[config.mk]
export PLATFORM = sky130hd
export DESIGN_NAME = window_debounce_blink_rate_stepper_flat
export DESIGN_NICKNAME = d
export VERILOG_FILES = /design/src/sv/wdbr_pkg.sv /design/src/sv/wdbr_sample_if.sv /design/src/sv/wdbr_result_if.sv /design/src/sv/wdbr_front.sv /design/src/sv/wdbr_queue.sv /design/src/sv/wdbr_back.sv /design/src/sv/window_debounce_blink_rate_stepper.sv /design/src/flat_wrapper.sv
export SDC_FILE = /design/constraint.sdc
export NUM_CORES = 2
export LEC_CHECK = 0
export ABC_AREA = 1
export CAP_MARGIN = 30
export CORE_ASPECT_RATIO = 0.8
export CORE_MARGIN = 4
export CORE_UTILIZATION = 45
export CTS_CLUSTER_SIZE = 16
export DETAILED_ROUTE_END_ITERATION = 12
export DONT_BUFFER_PORTS = 1
export PLACE_DENSITY = 0.65
export SETUP_SLACK_MARGIN = 0.02
export SYNTH_ARGS = -nofsm -noshare
export SYNTH_HDL_FRONTEND = slang
export SYNTH_SLANG_ARGS = --single-unit
[constraint.sdc]
create_clock -name clk -period 7.1 [get_ports clk]
set_clock_uncertainty 0.15 [all_clocks]
set_input_delay 1.42 -clock clk [delete_from_list [all_inputs] [get_ports clk]]
set_output_delay 1.42 -clock clk [all_outputs]
set_load 0.02 [all_outputs]
[src/sv/wdbr_pkg.sv]
// ----------------------------------------------------------------------------
// wdbr_pkg
// Constants, types and register codes of the debouncer and blink stepper.
// ----------------------------------------------------------------------------
package wdbr_pkg;

    localparam int WINDOW      = 1024;
    localparam int PERIOD_BITS = 20;

    localparam int CNT_W      = $clog2(WINDOW + 1);
    localparam int WP_W       = $clog2(WINDOW);
    localparam int THRESH_W   = 11;
    localparam int HALF_W     = 20;
    localparam int CFG_IDX_W  = 2;
    localparam int CFG_DATA_W = 20;
    localparam int CMP_W      = (CNT_W > THRESH_W) ? CNT_W : THRESH_W;
    localparam int WIDE_W     = (PERIOD_BITS > HALF_W) ? PERIOD_BITS : HALF_W;

    localparam logic [CFG_IDX_W-1:0] REG_THRESHOLD  = 2'd0;
    localparam logic [CFG_IDX_W-1:0] REG_MAX_PERIOD = 2'd1;
    localparam logic [CFG_IDX_W-1:0] REG_MIN_PERIOD = 2'd2;

    localparam logic [THRESH_W-1:0] THRESH_RESET = 11'd768;
    localparam logic [HALF_W-1:0]   MAXP_RESET   = 20'd500000;
    localparam logic [HALF_W-1:0]   MINP_RESET   = 20'd7812;

    typedef logic [PERIOD_BITS-1:0] period_t;

    // What the debouncer reports for one sample.
    typedef struct packed {
        logic level;
        logic changed;
        logic halve;
    } wdbr_event_t;

endpackage

[src/sv/wdbr_sample_if.sv]
// ----------------------------------------------------------------------------
// wdbr_sample_if
// Valid/ready channel carrying one raw button sample per beat.
// ----------------------------------------------------------------------------
interface wdbr_sample_if;
    logic valid;
    logic ready;
    logic button_sample;

    modport source (output valid, output button_sample, input ready);
    modport sink   (input valid, input button_sample, output ready);
endinterface

[src/sv/wdbr_result_if.sv]
// ----------------------------------------------------------------------------
// wdbr_result_if
// Valid/ready channel carrying the LED and debounced button state per beat.
// ----------------------------------------------------------------------------
interface wdbr_result_if;
    logic        valid;
    logic        ready;
    logic        led_on;
    logic        button_level;
    logic        level_changed;
    logic [19:0] current_half_period;

    modport source (output valid, output led_on, output button_level,
                    output level_changed, output current_half_period, input ready);
    modport sink   (input valid, input led_on, input button_level,
                    input level_changed, input current_half_period, output ready);
endinterface

[src/sv/wdbr_front.sv]
// ----------------------------------------------------------------------------
// wdbr_front
// Sliding-window majority debouncer: takes samples and classifies each one.
// ----------------------------------------------------------------------------
module wdbr_front
    import wdbr_pkg::*;
(
    input  logic                  clk,
    input  logic                  rst_n,
    wdbr_sample_if.sink           samples,
    input  logic                  cfg_wr_en,
    input  logic [CFG_IDX_W-1:0]  cfg_index,
    input  logic [CFG_DATA_W-1:0] cfg_data,
    output wdbr_event_t           evt,
    output logic                  evt_push,
    input  logic                  evt_full
);

    logic                win_mem [WINDOW];
    logic                rd_data_reg;

    logic [THRESH_W-1:0] threshold_reg;
    logic [WP_W-1:0]     wp_reg,     wp_next;
    logic [CNT_W-1:0]    ones_reg,   ones_next;
    logic [CNT_W-1:0]    since_reg,  since_next;
    logic                level_reg,  level_next;
    logic                press_reg,  press_next;

    logic                accept;
    logic                old_sample;
    logic [CNT_W-1:0]    ones_upd;
    logic                rise;
    logic                fall;
    logic                changed;
    logic [WP_W:0]       wp_inc;
    logic [WP_W-1:0]     rd_addr;

    assign samples.ready = !evt_full;
    assign accept        = samples.valid && samples.ready;
    assign evt_push      = accept;

    // Since the last refill every entry equals the debounced level, until the
    // write pointer has gone once round the ring; only then is the memory valid.
    always_comb
    begin
        old_sample = (since_reg == CNT_W'(WINDOW)) ? rd_data_reg : level_reg;
        ones_upd   = ones_reg - CNT_W'(old_sample) + CNT_W'(samples.button_sample);
        rise       = !level_reg && (CMP_W'(ones_upd) >= CMP_W'(threshold_reg));
        fall       = level_reg && (CMP_W'(ones_upd) <= CMP_W'(threshold_reg));
        changed    = rise || fall;
        level_next = level_reg ^ changed;

        wp_inc  = {1'b0, wp_reg} + (WP_W + 1)'(1);
        wp_next = (wp_inc >= (WP_W + 1)'(WINDOW)) ? '0 : wp_inc[WP_W-1:0];
        rd_addr = accept ? wp_next : wp_reg;

        if (changed)
        begin
            ones_next  = level_next ? CNT_W'(WINDOW) : '0;
            since_next = '0;
        end
        else
        begin
            ones_next  = ones_upd;
            since_next = (since_reg == CNT_W'(WINDOW)) ? since_reg
                                                       : since_reg + CNT_W'(1);
        end

        press_next = press_reg;
        if (rise)
        begin
            press_next = 1'b1;
        end
        else if (fall)
        begin
            press_next = 1'b0;
        end

        evt.level   = level_next;
        evt.changed = changed;
        evt.halve   = fall && press_reg;
    end

    always_ff @(posedge clk)
    begin
        if (accept)
        begin
            win_mem[wp_reg] <= samples.button_sample;
        end
        rd_data_reg <= win_mem[rd_addr];
    end

    always_ff @(posedge clk or negedge rst_n)
    begin
        if (!rst_n)
        begin
            threshold_reg <= THRESH_RESET;
            wp_reg        <= '0;
            ones_reg      <= '0;
            since_reg     <= '0;
            level_reg     <= 1'b0;
            press_reg     <= 1'b0;
        end
        else
        begin
            if (cfg_wr_en && (cfg_index == REG_THRESHOLD))
            begin
                threshold_reg <= cfg_data[THRESH_W-1:0];
            end
            if (accept)
            begin
                wp_reg    <= wp_next;
                ones_reg  <= ones_next;
                since_reg <= since_next;
                level_reg <= level_next;
                press_reg <= press_next;
            end
        end
    end

endmodule

[src/sv/wdbr_queue.sv]
// ----------------------------------------------------------------------------
// wdbr_queue
// Two-entry queue of debouncer events between the front and the back.
// ----------------------------------------------------------------------------
module wdbr_queue
    import wdbr_pkg::*;
(
    input  logic        clk,
    input  logic        rst_n,
    input  logic        push,
    input  wdbr_event_t push_data,
    output logic        full,
    input  logic        pop,
    output wdbr_event_t pop_data,
    output logic        empty
);

    wdbr_event_t entries [2];
    logic        wr_ptr_reg;
    logic        rd_ptr_reg;
    logic [1:0]  count_reg;

    assign full     = (count_reg == 2'd2);
    assign empty    = (count_reg == 2'd0);
    assign pop_data = entries[rd_ptr_reg];

    always_ff @(posedge clk)
    begin
        if (push)
        begin
            entries[wr_ptr_reg] <= push_data;
        end
    end

    always_ff @(posedge clk or negedge rst_n)
    begin
        if (!rst_n)
        begin
            wr_ptr_reg <= 1'b0;
            rd_ptr_reg <= 1'b0;
            count_reg  <= 2'd0;
        end
        else
        begin
            if (push)
            begin
                wr_ptr_reg <= !wr_ptr_reg;
            end
            if (pop)
            begin
                rd_ptr_reg <= !rd_ptr_reg;
            end
            if (push && !pop)
            begin
                count_reg <= count_reg + 2'd1;
            end
            else if (pop && !push)
            begin
                count_reg <= count_reg - 2'd1;
            end
        end
    end

endmodule

[src/sv/wdbr_back.sv]
// ----------------------------------------------------------------------------
// wdbr_back
// Blink-rate stepper: halves the period on each release and drives the LED.
// ----------------------------------------------------------------------------
module wdbr_back
    import wdbr_pkg::*;
(
    input  logic                  clk,
    input  logic                  rst_n,
    input  logic                  cfg_wr_en,
    input  logic [CFG_IDX_W-1:0]  cfg_index,
    input  logic [CFG_DATA_W-1:0] cfg_data,
    input  wdbr_event_t           evt,
    input  logic                  evt_valid,
    output logic                  evt_pop,
    wdbr_result_if.source         results
);

    logic [HALF_W-1:0] max_period_reg;
    logic [HALF_W-1:0] min_period_reg;
    period_t           pending_reg, pending_next;
    period_t           active_reg;
    period_t           blink_reg;
    logic              led_reg;

    logic              out_valid_reg;
    logic              out_led_reg;
    logic              out_level_reg;
    logic              out_changed_reg;
    logic [HALF_W-1:0] out_period_reg;

    logic              take;
    period_t           halved;
    period_t           blink_inc;
    logic              toggle;

    assign take    = evt_valid && (!out_valid_reg || results.ready);
    assign evt_pop = take;

    always_comb
    begin
        halved = pending_reg >> 1;
        pending_next = pending_reg;
        if (evt.halve)
        begin
            pending_next = (WIDE_W'(halved) < WIDE_W'(min_period_reg))
                         ? PERIOD_BITS'(max_period_reg) : halved;
        end
        blink_inc = blink_reg + PERIOD_BITS'(1);
        toggle    = (blink_inc >= active_reg) || (blink_inc == '0);
    end

    always_ff @(posedge clk)
    begin
        if (take)
        begin
            out_led_reg     <= led_reg;
            out_level_reg   <= evt.level;
            out_changed_reg <= evt.changed;
            out_period_reg  <= HALF_W'(pending_next);
        end
    end

    always_ff @(posedge clk or negedge rst_n)
    begin
        if (!rst_n)
        begin
            max_period_reg <= MAXP_RESET;
            min_period_reg <= MINP_RESET;
            pending_reg    <= PERIOD_BITS'(MAXP_RESET);
            active_reg     <= PERIOD_BITS'(MAXP_RESET);
            blink_reg      <= '0;
            led_reg        <= 1'b1;
            out_valid_reg  <= 1'b0;
        end
        else
        begin
            if (cfg_wr_en && (cfg_index == REG_MAX_PERIOD))
            begin
                max_period_reg <= cfg_data[HALF_W-1:0];
            end
            if (cfg_wr_en && (cfg_index == REG_MIN_PERIOD))
            begin
                min_period_reg <= cfg_data[HALF_W-1:0];
            end
            if (take)
            begin
                pending_reg <= pending_next;
                blink_reg   <= toggle ? '0 : blink_inc;
                led_reg     <= led_reg ^ toggle;
                // A new on-phase picks up the pending period.
                if (toggle && !led_reg)
                begin
                    active_reg <= pending_next;
                end
                out_valid_reg <= 1'b1;
            end
            else if (results.ready)
            begin
                out_valid_reg <= 1'b0;
            end
        end
    end

    assign results.valid               = out_valid_reg;
    assign results.led_on              = out_led_reg;
    assign results.button_level        = out_level_reg;
    assign results.level_changed       = out_changed_reg;
    assign results.current_half_period = out_period_reg;

endmodule

[src/sv/window_debounce_blink_rate_stepper.sv]
// ----------------------------------------------------------------------------
// window_debounce_blink_rate_stepper
// Sliding-window button debouncer that steps the blink rate of an LED.
// ----------------------------------------------------------------------------
// Usage:
// One raw button sample enters per beat on the samples channel and exactly one
// result beat leaves on the results channel for it, in order: the LED level for
// that tick, the debounced level, a change flag and the pending half-period.
// One sample per cycle is sustained while the queue has room. The debouncer
// keeps its window in a memory with one write and one read port, whose read
// for the next slot is registered ahead of use, and the running ones count
// updates in the same cycle as the sample.
// A two-entry event queue sits between the debouncer and the blinker, and the
// result is held in an output register, so a stalled receiver first fills the
// output register and then the queue; samples are refused only when the queue
// is full. No clearing pass is needed after reset: the window reads as its last
// fill level until the write pointer has been once round it.
// Reset restores the register defaults, clears the count and fill state, and
// starts the LED in its on-phase. Configuration writes are taken at any cycle.
// ----------------------------------------------------------------------------
module window_debounce_blink_rate_stepper
    import wdbr_pkg::*;
(
    input  logic                  clk,
    input  logic                  rst_n,
    wdbr_sample_if.sink           samples,
    wdbr_result_if.source         results,
    input  logic                  cfg_wr_en,
    input  logic [CFG_IDX_W-1:0]  cfg_index,
    input  logic [CFG_DATA_W-1:0] cfg_data
);

    wdbr_event_t push_evt;
    wdbr_event_t pop_evt;
    logic        push;
    logic        pop;
    logic        full;
    logic        empty;

    wdbr_front u_front (
        .clk       (clk),
        .rst_n     (rst_n),
        .samples   (samples),
        .cfg_wr_en (cfg_wr_en),
        .cfg_index (cfg_index),
        .cfg_data  (cfg_data),
        .evt       (push_evt),
        .evt_push  (push),
        .evt_full  (full)
    );

    wdbr_queue u_queue (
        .clk       (clk),
        .rst_n     (rst_n),
        .push      (push),
        .push_data (push_evt),
        .full      (full),
        .pop       (pop),
        .pop_data  (pop_evt),
        .empty     (empty)
    );

    wdbr_back u_back (
        .clk       (clk),
        .rst_n     (rst_n),
        .cfg_wr_en (cfg_wr_en),
        .cfg_index (cfg_index),
        .cfg_data  (cfg_data),
        .evt       (pop_evt),
        .evt_valid (!empty),
        .evt_pop   (pop),
        .results   (results)
    );

endmodule

[src/flat_wrapper.sv]
// flat-port wrapper written by rule: the top's interface ports become plain ports
module window_debounce_blink_rate_stepper_flat import wdbr_pkg::*;
  (clk, rst_n, cfg_wr_en, cfg_index, cfg_data, samples_valid, samples_button_sample, samples_ready, results_valid, results_led_on, results_button_level, results_level_changed, results_current_half_period, results_ready);
  wdbr_sample_if samples_i ();
  wdbr_result_if results_i ();
  input  logic clk;
  input  logic rst_n;
  input  logic cfg_wr_en;
  input  logic [CFG_IDX_W-1:0] cfg_index;
  input  logic [CFG_DATA_W-1:0] cfg_data;
  input wire logic [$bits(samples_i.valid)-1:0] samples_valid;
  input wire logic [$bits(samples_i.button_sample)-1:0] samples_button_sample;
  output wire logic [$bits(samples_i.ready)-1:0] samples_ready;
  output wire logic [$bits(results_i.valid)-1:0] results_valid;
  output wire logic [$bits(results_i.led_on)-1:0] results_led_on;
  output wire logic [$bits(results_i.button_level)-1:0] results_button_level;
  output wire logic [$bits(results_i.level_changed)-1:0] results_level_changed;
  output wire logic [$bits(results_i.current_half_period)-1:0] results_current_half_period;
  input wire logic [$bits(results_i.ready)-1:0] results_ready;
  assign samples_i.valid = samples_valid;
  assign samples_i.button_sample = samples_button_sample;
  assign samples_ready = samples_i.ready;
  assign results_valid = results_i.valid;
  assign results_led_on = results_i.led_on;
  assign results_button_level = results_i.button_level;
  assign results_level_changed = results_i.level_changed;
  assign results_current_half_period = results_i.current_half_period;
  assign results_i.ready = results_ready;
  window_debounce_blink_rate_stepper u_core (.clk(clk), .rst_n(rst_n), .samples(samples_i), .results(results_i), .cfg_wr_en(cfg_wr_en), .cfg_index(cfg_index), .cfg_data(cfg_data));
endmodule
==> impl_metrics.csv <==
group,metric,value,unit
status,run_status,"finished, violations left",
layout,postLayoutCellArea,0.0630,mm2
layout,layoutNonFillerInstCount,7609,
worst_setup_path,timing.critical_path.fanout_max,1025,
layout,fin_util,50.0,%
routing,drcViolationCount,0,
clock_tree,ctsResizeCount,0,
power,post-layout-total-power,24.9,mW
worst_setup_path,worst_path_most_repeated_cell,"sky130_fd_sc_hd__nand2_1",
yosys,synth-warning-count,0,
yosys,synthFlopType,"sky130_fd_sc_hd__edfxtp_1",
yosys,synth_area_leaders,"sky130_fd_sc_hd__edfxtp_1, sky130_fd_sc_hd__nand2_1, sky130_fd_sc_hd__nor2_1",
worst_setup_path,cell_family_with_most_cp_delay,"adder cells",
routing,drt_first_iter_violations,5354,
clock_tree,cts.clk_slew.worst_paths,0.06,ns
floorplanning,fp.dieArea,0.133,mm2
clock_tree,tritoncts,"built",
sta,final.period_utilization,105,%
place,hpwlAfterDp,83900,um
global_routing,grt_pass1_wl,241000,um
sta,worst-slew-pin-transition,3.32,ns
global_routing,grt_pass1_vias,39300,
layout,areaGrowthSynthToFinish,9.64,%
global_routing,largest_net_degree_at_the_start_of_global_routing,1026,
worst_setup_path,r2r.worst_path.cells,33,
routing,avgRoutedWirePerCell,20.9,um
global_routing,track_usage,23.4,%
yosys,syn_area_per_cell,9.45,um2
clock_tree,tritoncts_buffers,119,
place,place_area,0.0592,mm2
place,portBuffers,0,
global_routing,antenna_found_initial,3,
worst_setup_path,crit_buf_inv,2,
clock_tree,ctsLongestPathBuffers,3,
layout,design.final.nets,5953,
sta,worst_slew_margin_rel,-121,%
floorplanning,floorplan.initialDensity,45.6,%
sta,final_worst_hold_slack,0.223,ns
clock_tree,clockRootBuffer,"sky130_fd_sc_hd__clkbuf_16",
place,globalplace.congestion,0.875,
floorplanning,std_cell_rows,116,
routing,vias_per_cell,5.56,
power,vdd_ir_drop_max,0.665,mV
status,violations_in_the_final_reports,"max-slew violations, negative setup slack",
worst_setup_path,cp-start-kind,"input port",
routing,dr.pass1.iters,6,
clock_tree,clock_latency,0.75,ns
worst_setup_path,required,7.62,ns
job,max_cap_viol_count,0,
sta,max_clock_freq,134,MHz
yosys,synth-edff-count,1053,
floorplanning,die-height,328,um
global_routing,grt.overflow.total,0,
worst_setup_path,reg2reg_setup_slack,0.81,ns
layout,share_of_final_layout_standard_cells_stronger_than_drive_strength_1,6.65,%
worst_setup_path,critPathArrivalTime,7.97,ns
layout,flip_flop_count_of_the_largest_register_after_layout,1024,
yosys,netlist.top_cell.by_area,"sky130_fd_sc_hd__edfxtp_1",
place,placed_cells_incl_taps,7383,
worst_setup_path,endpoint_kind,"register",
sta,report.final.setup_viol,18,
sta,final_critical_path_setup_slack,-0.346,ns
sta,finalHoldViolCount,0,
layout,max_flop_register,"u_core.u_front.win_mem",
worst_setup_path,max_stage_delay,1.25,ns
worst_setup_path,critical-path-slowest-cell,"sky130_fd_sc_hd__ha_1",
clock_tree,post-cts-setup-buffers,0,
yosys,synth_seq_cells,1205,
routing,finalWirelength,159000,um
sta,layout_min_cycle_time,7.45,ns
yosys,post_synth_num_cell_types,47,
yosys,synth-async-reset-ratio,12.5,%
routing,final_antenna_net_count,0,
yosys,proportion_of_netlist_area_held_by_the_largest_area_contributor,55.0,%
worst_hold_path,hp-class,"input port to asynchronous set/reset pin",
routing,vias,42300,
clock_tree,number_of_clock_sinks_seen_by_cts,1205,
worst_setup_path,worstReg2RegStart,"u_core.u_front.since_reg[0]",
place,placement.setup.worst_slack,0.851,ns
sta,setup-tns-final,-2.02,ns
power,power_density,395,mW/mm2
clock_tree,h-tree-depth,3,
yosys,synth-seq-area-share,61.7,%
yosys,syn-num-nets,6177,
clock_tree,cts_hold_buffers,0,
sta,rsz_0062_raised_after_global_routing,"no",
worst_setup_path,path_class,"input port to register",
power,leak,23.4,nW
worst_setup_path,r2r-end,"u_core.u_front.since_reg[4]",
yosys,netlist_area,0.0574,mm2
yosys,syn-instance-count,6079,
floorplanning,floorplan.core_area,0.126,mm2
sta,timing.final.max_slew_violations,960,
floorplanning,top_level_ports,53,
floorplanning,die_width,407,um
-- area by class of cell --
type | instances | area (um2)
well taps | 1652 | 2070
clock buffers | 164 | 3290
repair buffers | 117 | 1560
clock inverters | 58 | 414
inverters | 592 | 2240
flip-flops and latches | 1205 | 35500
fillers | 11400 | 63000
diodes | 1 | 2.50
multi-input cells | 3820 | 17900
-- where the power goes --
group	internal, mW	total [mW]	switching (mW)	leakage (nW)
combinational	2.91	10.3	7.36	10.2
sequential	8.20	8.51	0.309	11.3
clock	3.40	6.11	2.71	1.81
total	14.5	24.9	10.4	23.4
-- worst max-delay path by stage --
stage	from	to	slack (ns)	depth (start not counted)
after floorplan	u_core.u_front.since_reg[0]	u_core.u_front.since_reg[0]	1.93	31
after global placement	u_core.u_front.since_reg[0]	u_core.u_front.since_reg[4]	0.96	33
after detailed placement	samples_button_sample	u_core.u_front.since_reg[4]	0.85	25
after CTS	u_core.u_front.since_reg[0]	u_core.u_front.since_reg[4]	0.83	33
after global routing	u_core.u_front.since_reg[0]	u_core.u_front.since_reg[4]	0.05	33
final	samples_button_sample	u_core.u_front.since_reg[4]	-0.35	25
-- logic make-up (layout without fill, tap and decap cells) --
kind of cell,count (synthesis),after routing,share of synthesized area [%]
DFF,1205,1205,61.7
other,0,1,0
xor gates and xnor gates,33,33,0.503
buffers and inverters,1054,931,7.29
adders and majority gates,70,70,1.54
AOI/OAI and AO/OA,525,525,5.53
muxes,2,2,0.0392
and+or+nand+nor,3190,3190,23.4
-- Yosys cell counts, types with 3 or more instances --
| library cell | n |
|---|---|
| sky130_fd_sc_hd__buf_6 | 5 |
| sky130_fd_sc_hd__clkbuf_1 | 264 |
| sky130_fd_sc_hd__buf_2 | 96 |
| sky130_fd_sc_hd__nand2_1 | 1263 |
| sky130_fd_sc_hd__nor3_1 | 15 |
| sky130_fd_sc_hd__xnor2_1 | 6 |
| sky130_fd_sc_hd__nor2_1 | 1083 |
| sky130_fd_sc_hd__dfrtp_1 | 121 |
| sky130_fd_sc_hd__o21ai_1 | 9 |
| sky130_fd_sc_hd__inv_2 | 4 |
| sky130_fd_sc_hd__nor4_1 | 6 |
| sky130_fd_sc_hd__nand3b_1 | 128 |
| sky130_fd_sc_hd__nand2_2 | 3 |
| sky130_fd_sc_hd__a211oi_1 | 4 |
| sky130_fd_sc_hd__xor2_1 | 27 |
| sky130_fd_sc_hd__ha_1 | 69 |
| sky130_fd_sc_hd__buf_1 | 78 |
| sky130_fd_sc_hd__nor2_2 | 5 |
| sky130_fd_sc_hd__o211ai_1 | 162 |
| sky130_fd_sc_hd__edfxtp_1 | 1053 |
| sky130_fd_sc_hd__or2_2 | 4 |
| sky130_fd_sc_hd__o21ai_2 | 20 |
| sky130_fd_sc_hd__nand3_2 | 3 |
| sky130_fd_sc_hd__nand4_1 | 12 |
| sky130_fd_sc_hd__buf_4 | 19 |
| sky130_fd_sc_hd__dfstp_2 | 30 |
| sky130_fd_sc_hd__o22ai_1 | 9 |
| sky130_fd_sc_hd__nand3_1 | 662 |
| sky130_fd_sc_hd__o21ai_0 | 239 |
| sky130_fd_sc_hd__o21bai_1 | 5 |
| sky130_fd_sc_hd__a21oi_1 | 69 |
| sky130_fd_sc_hd__inv_1 | 586 |
-- layer usage --
layer | vias up | wire, um | global-route usage, %
met4 | 4 | 5190 | 7.55
met1 | 20400 | 67900 | 33.4
met2 | 1887 | 70000 | 35.9
met3 | 333 | 16100 | 4.62
met5 | - | 25 | 0
li1 | 19700 | - | -
-- layout by cell type (no fill, tap or decap), types with 9 or more instances in the layout --
master,n
sky130_fd_sc_hd__a21oi_1,68
sky130_fd_sc_hd__buf_12,14
sky130_fd_sc_hd__buf_16,24
sky130_fd_sc_hd__buf_4,74
sky130_fd_sc_hd__clkbuf_1,35
sky130_fd_sc_hd__clkbuf_16,123
sky130_fd_sc_hd__clkinv_1,27
sky130_fd_sc_hd__clkinv_2,23
sky130_fd_sc_hd__dfrtp_1,121
sky130_fd_sc_hd__dfstp_2,30
sky130_fd_sc_hd__edfxtp_1,1053
sky130_fd_sc_hd__ha_1,69
sky130_fd_sc_hd__inv_1,583
sky130_fd_sc_hd__nand2_1,1233
sky130_fd_sc_hd__nand2_2,32
sky130_fd_sc_hd__nand3_1,659
sky130_fd_sc_hd__nand3b_1,128
sky130_fd_sc_hd__nand4_1,12
sky130_fd_sc_hd__nor2_1,1082
sky130_fd_sc_hd__nor3_1,15
sky130_fd_sc_hd__o211ai_1,162
sky130_fd_sc_hd__o21ai_0,239
sky130_fd_sc_hd__o21ai_1,9
sky130_fd_sc_hd__o21ai_2,19
sky130_fd_sc_hd__o22ai_1,9
sky130_fd_sc_hd__xor2_1,27
Power figures use the tool's default switching activity.
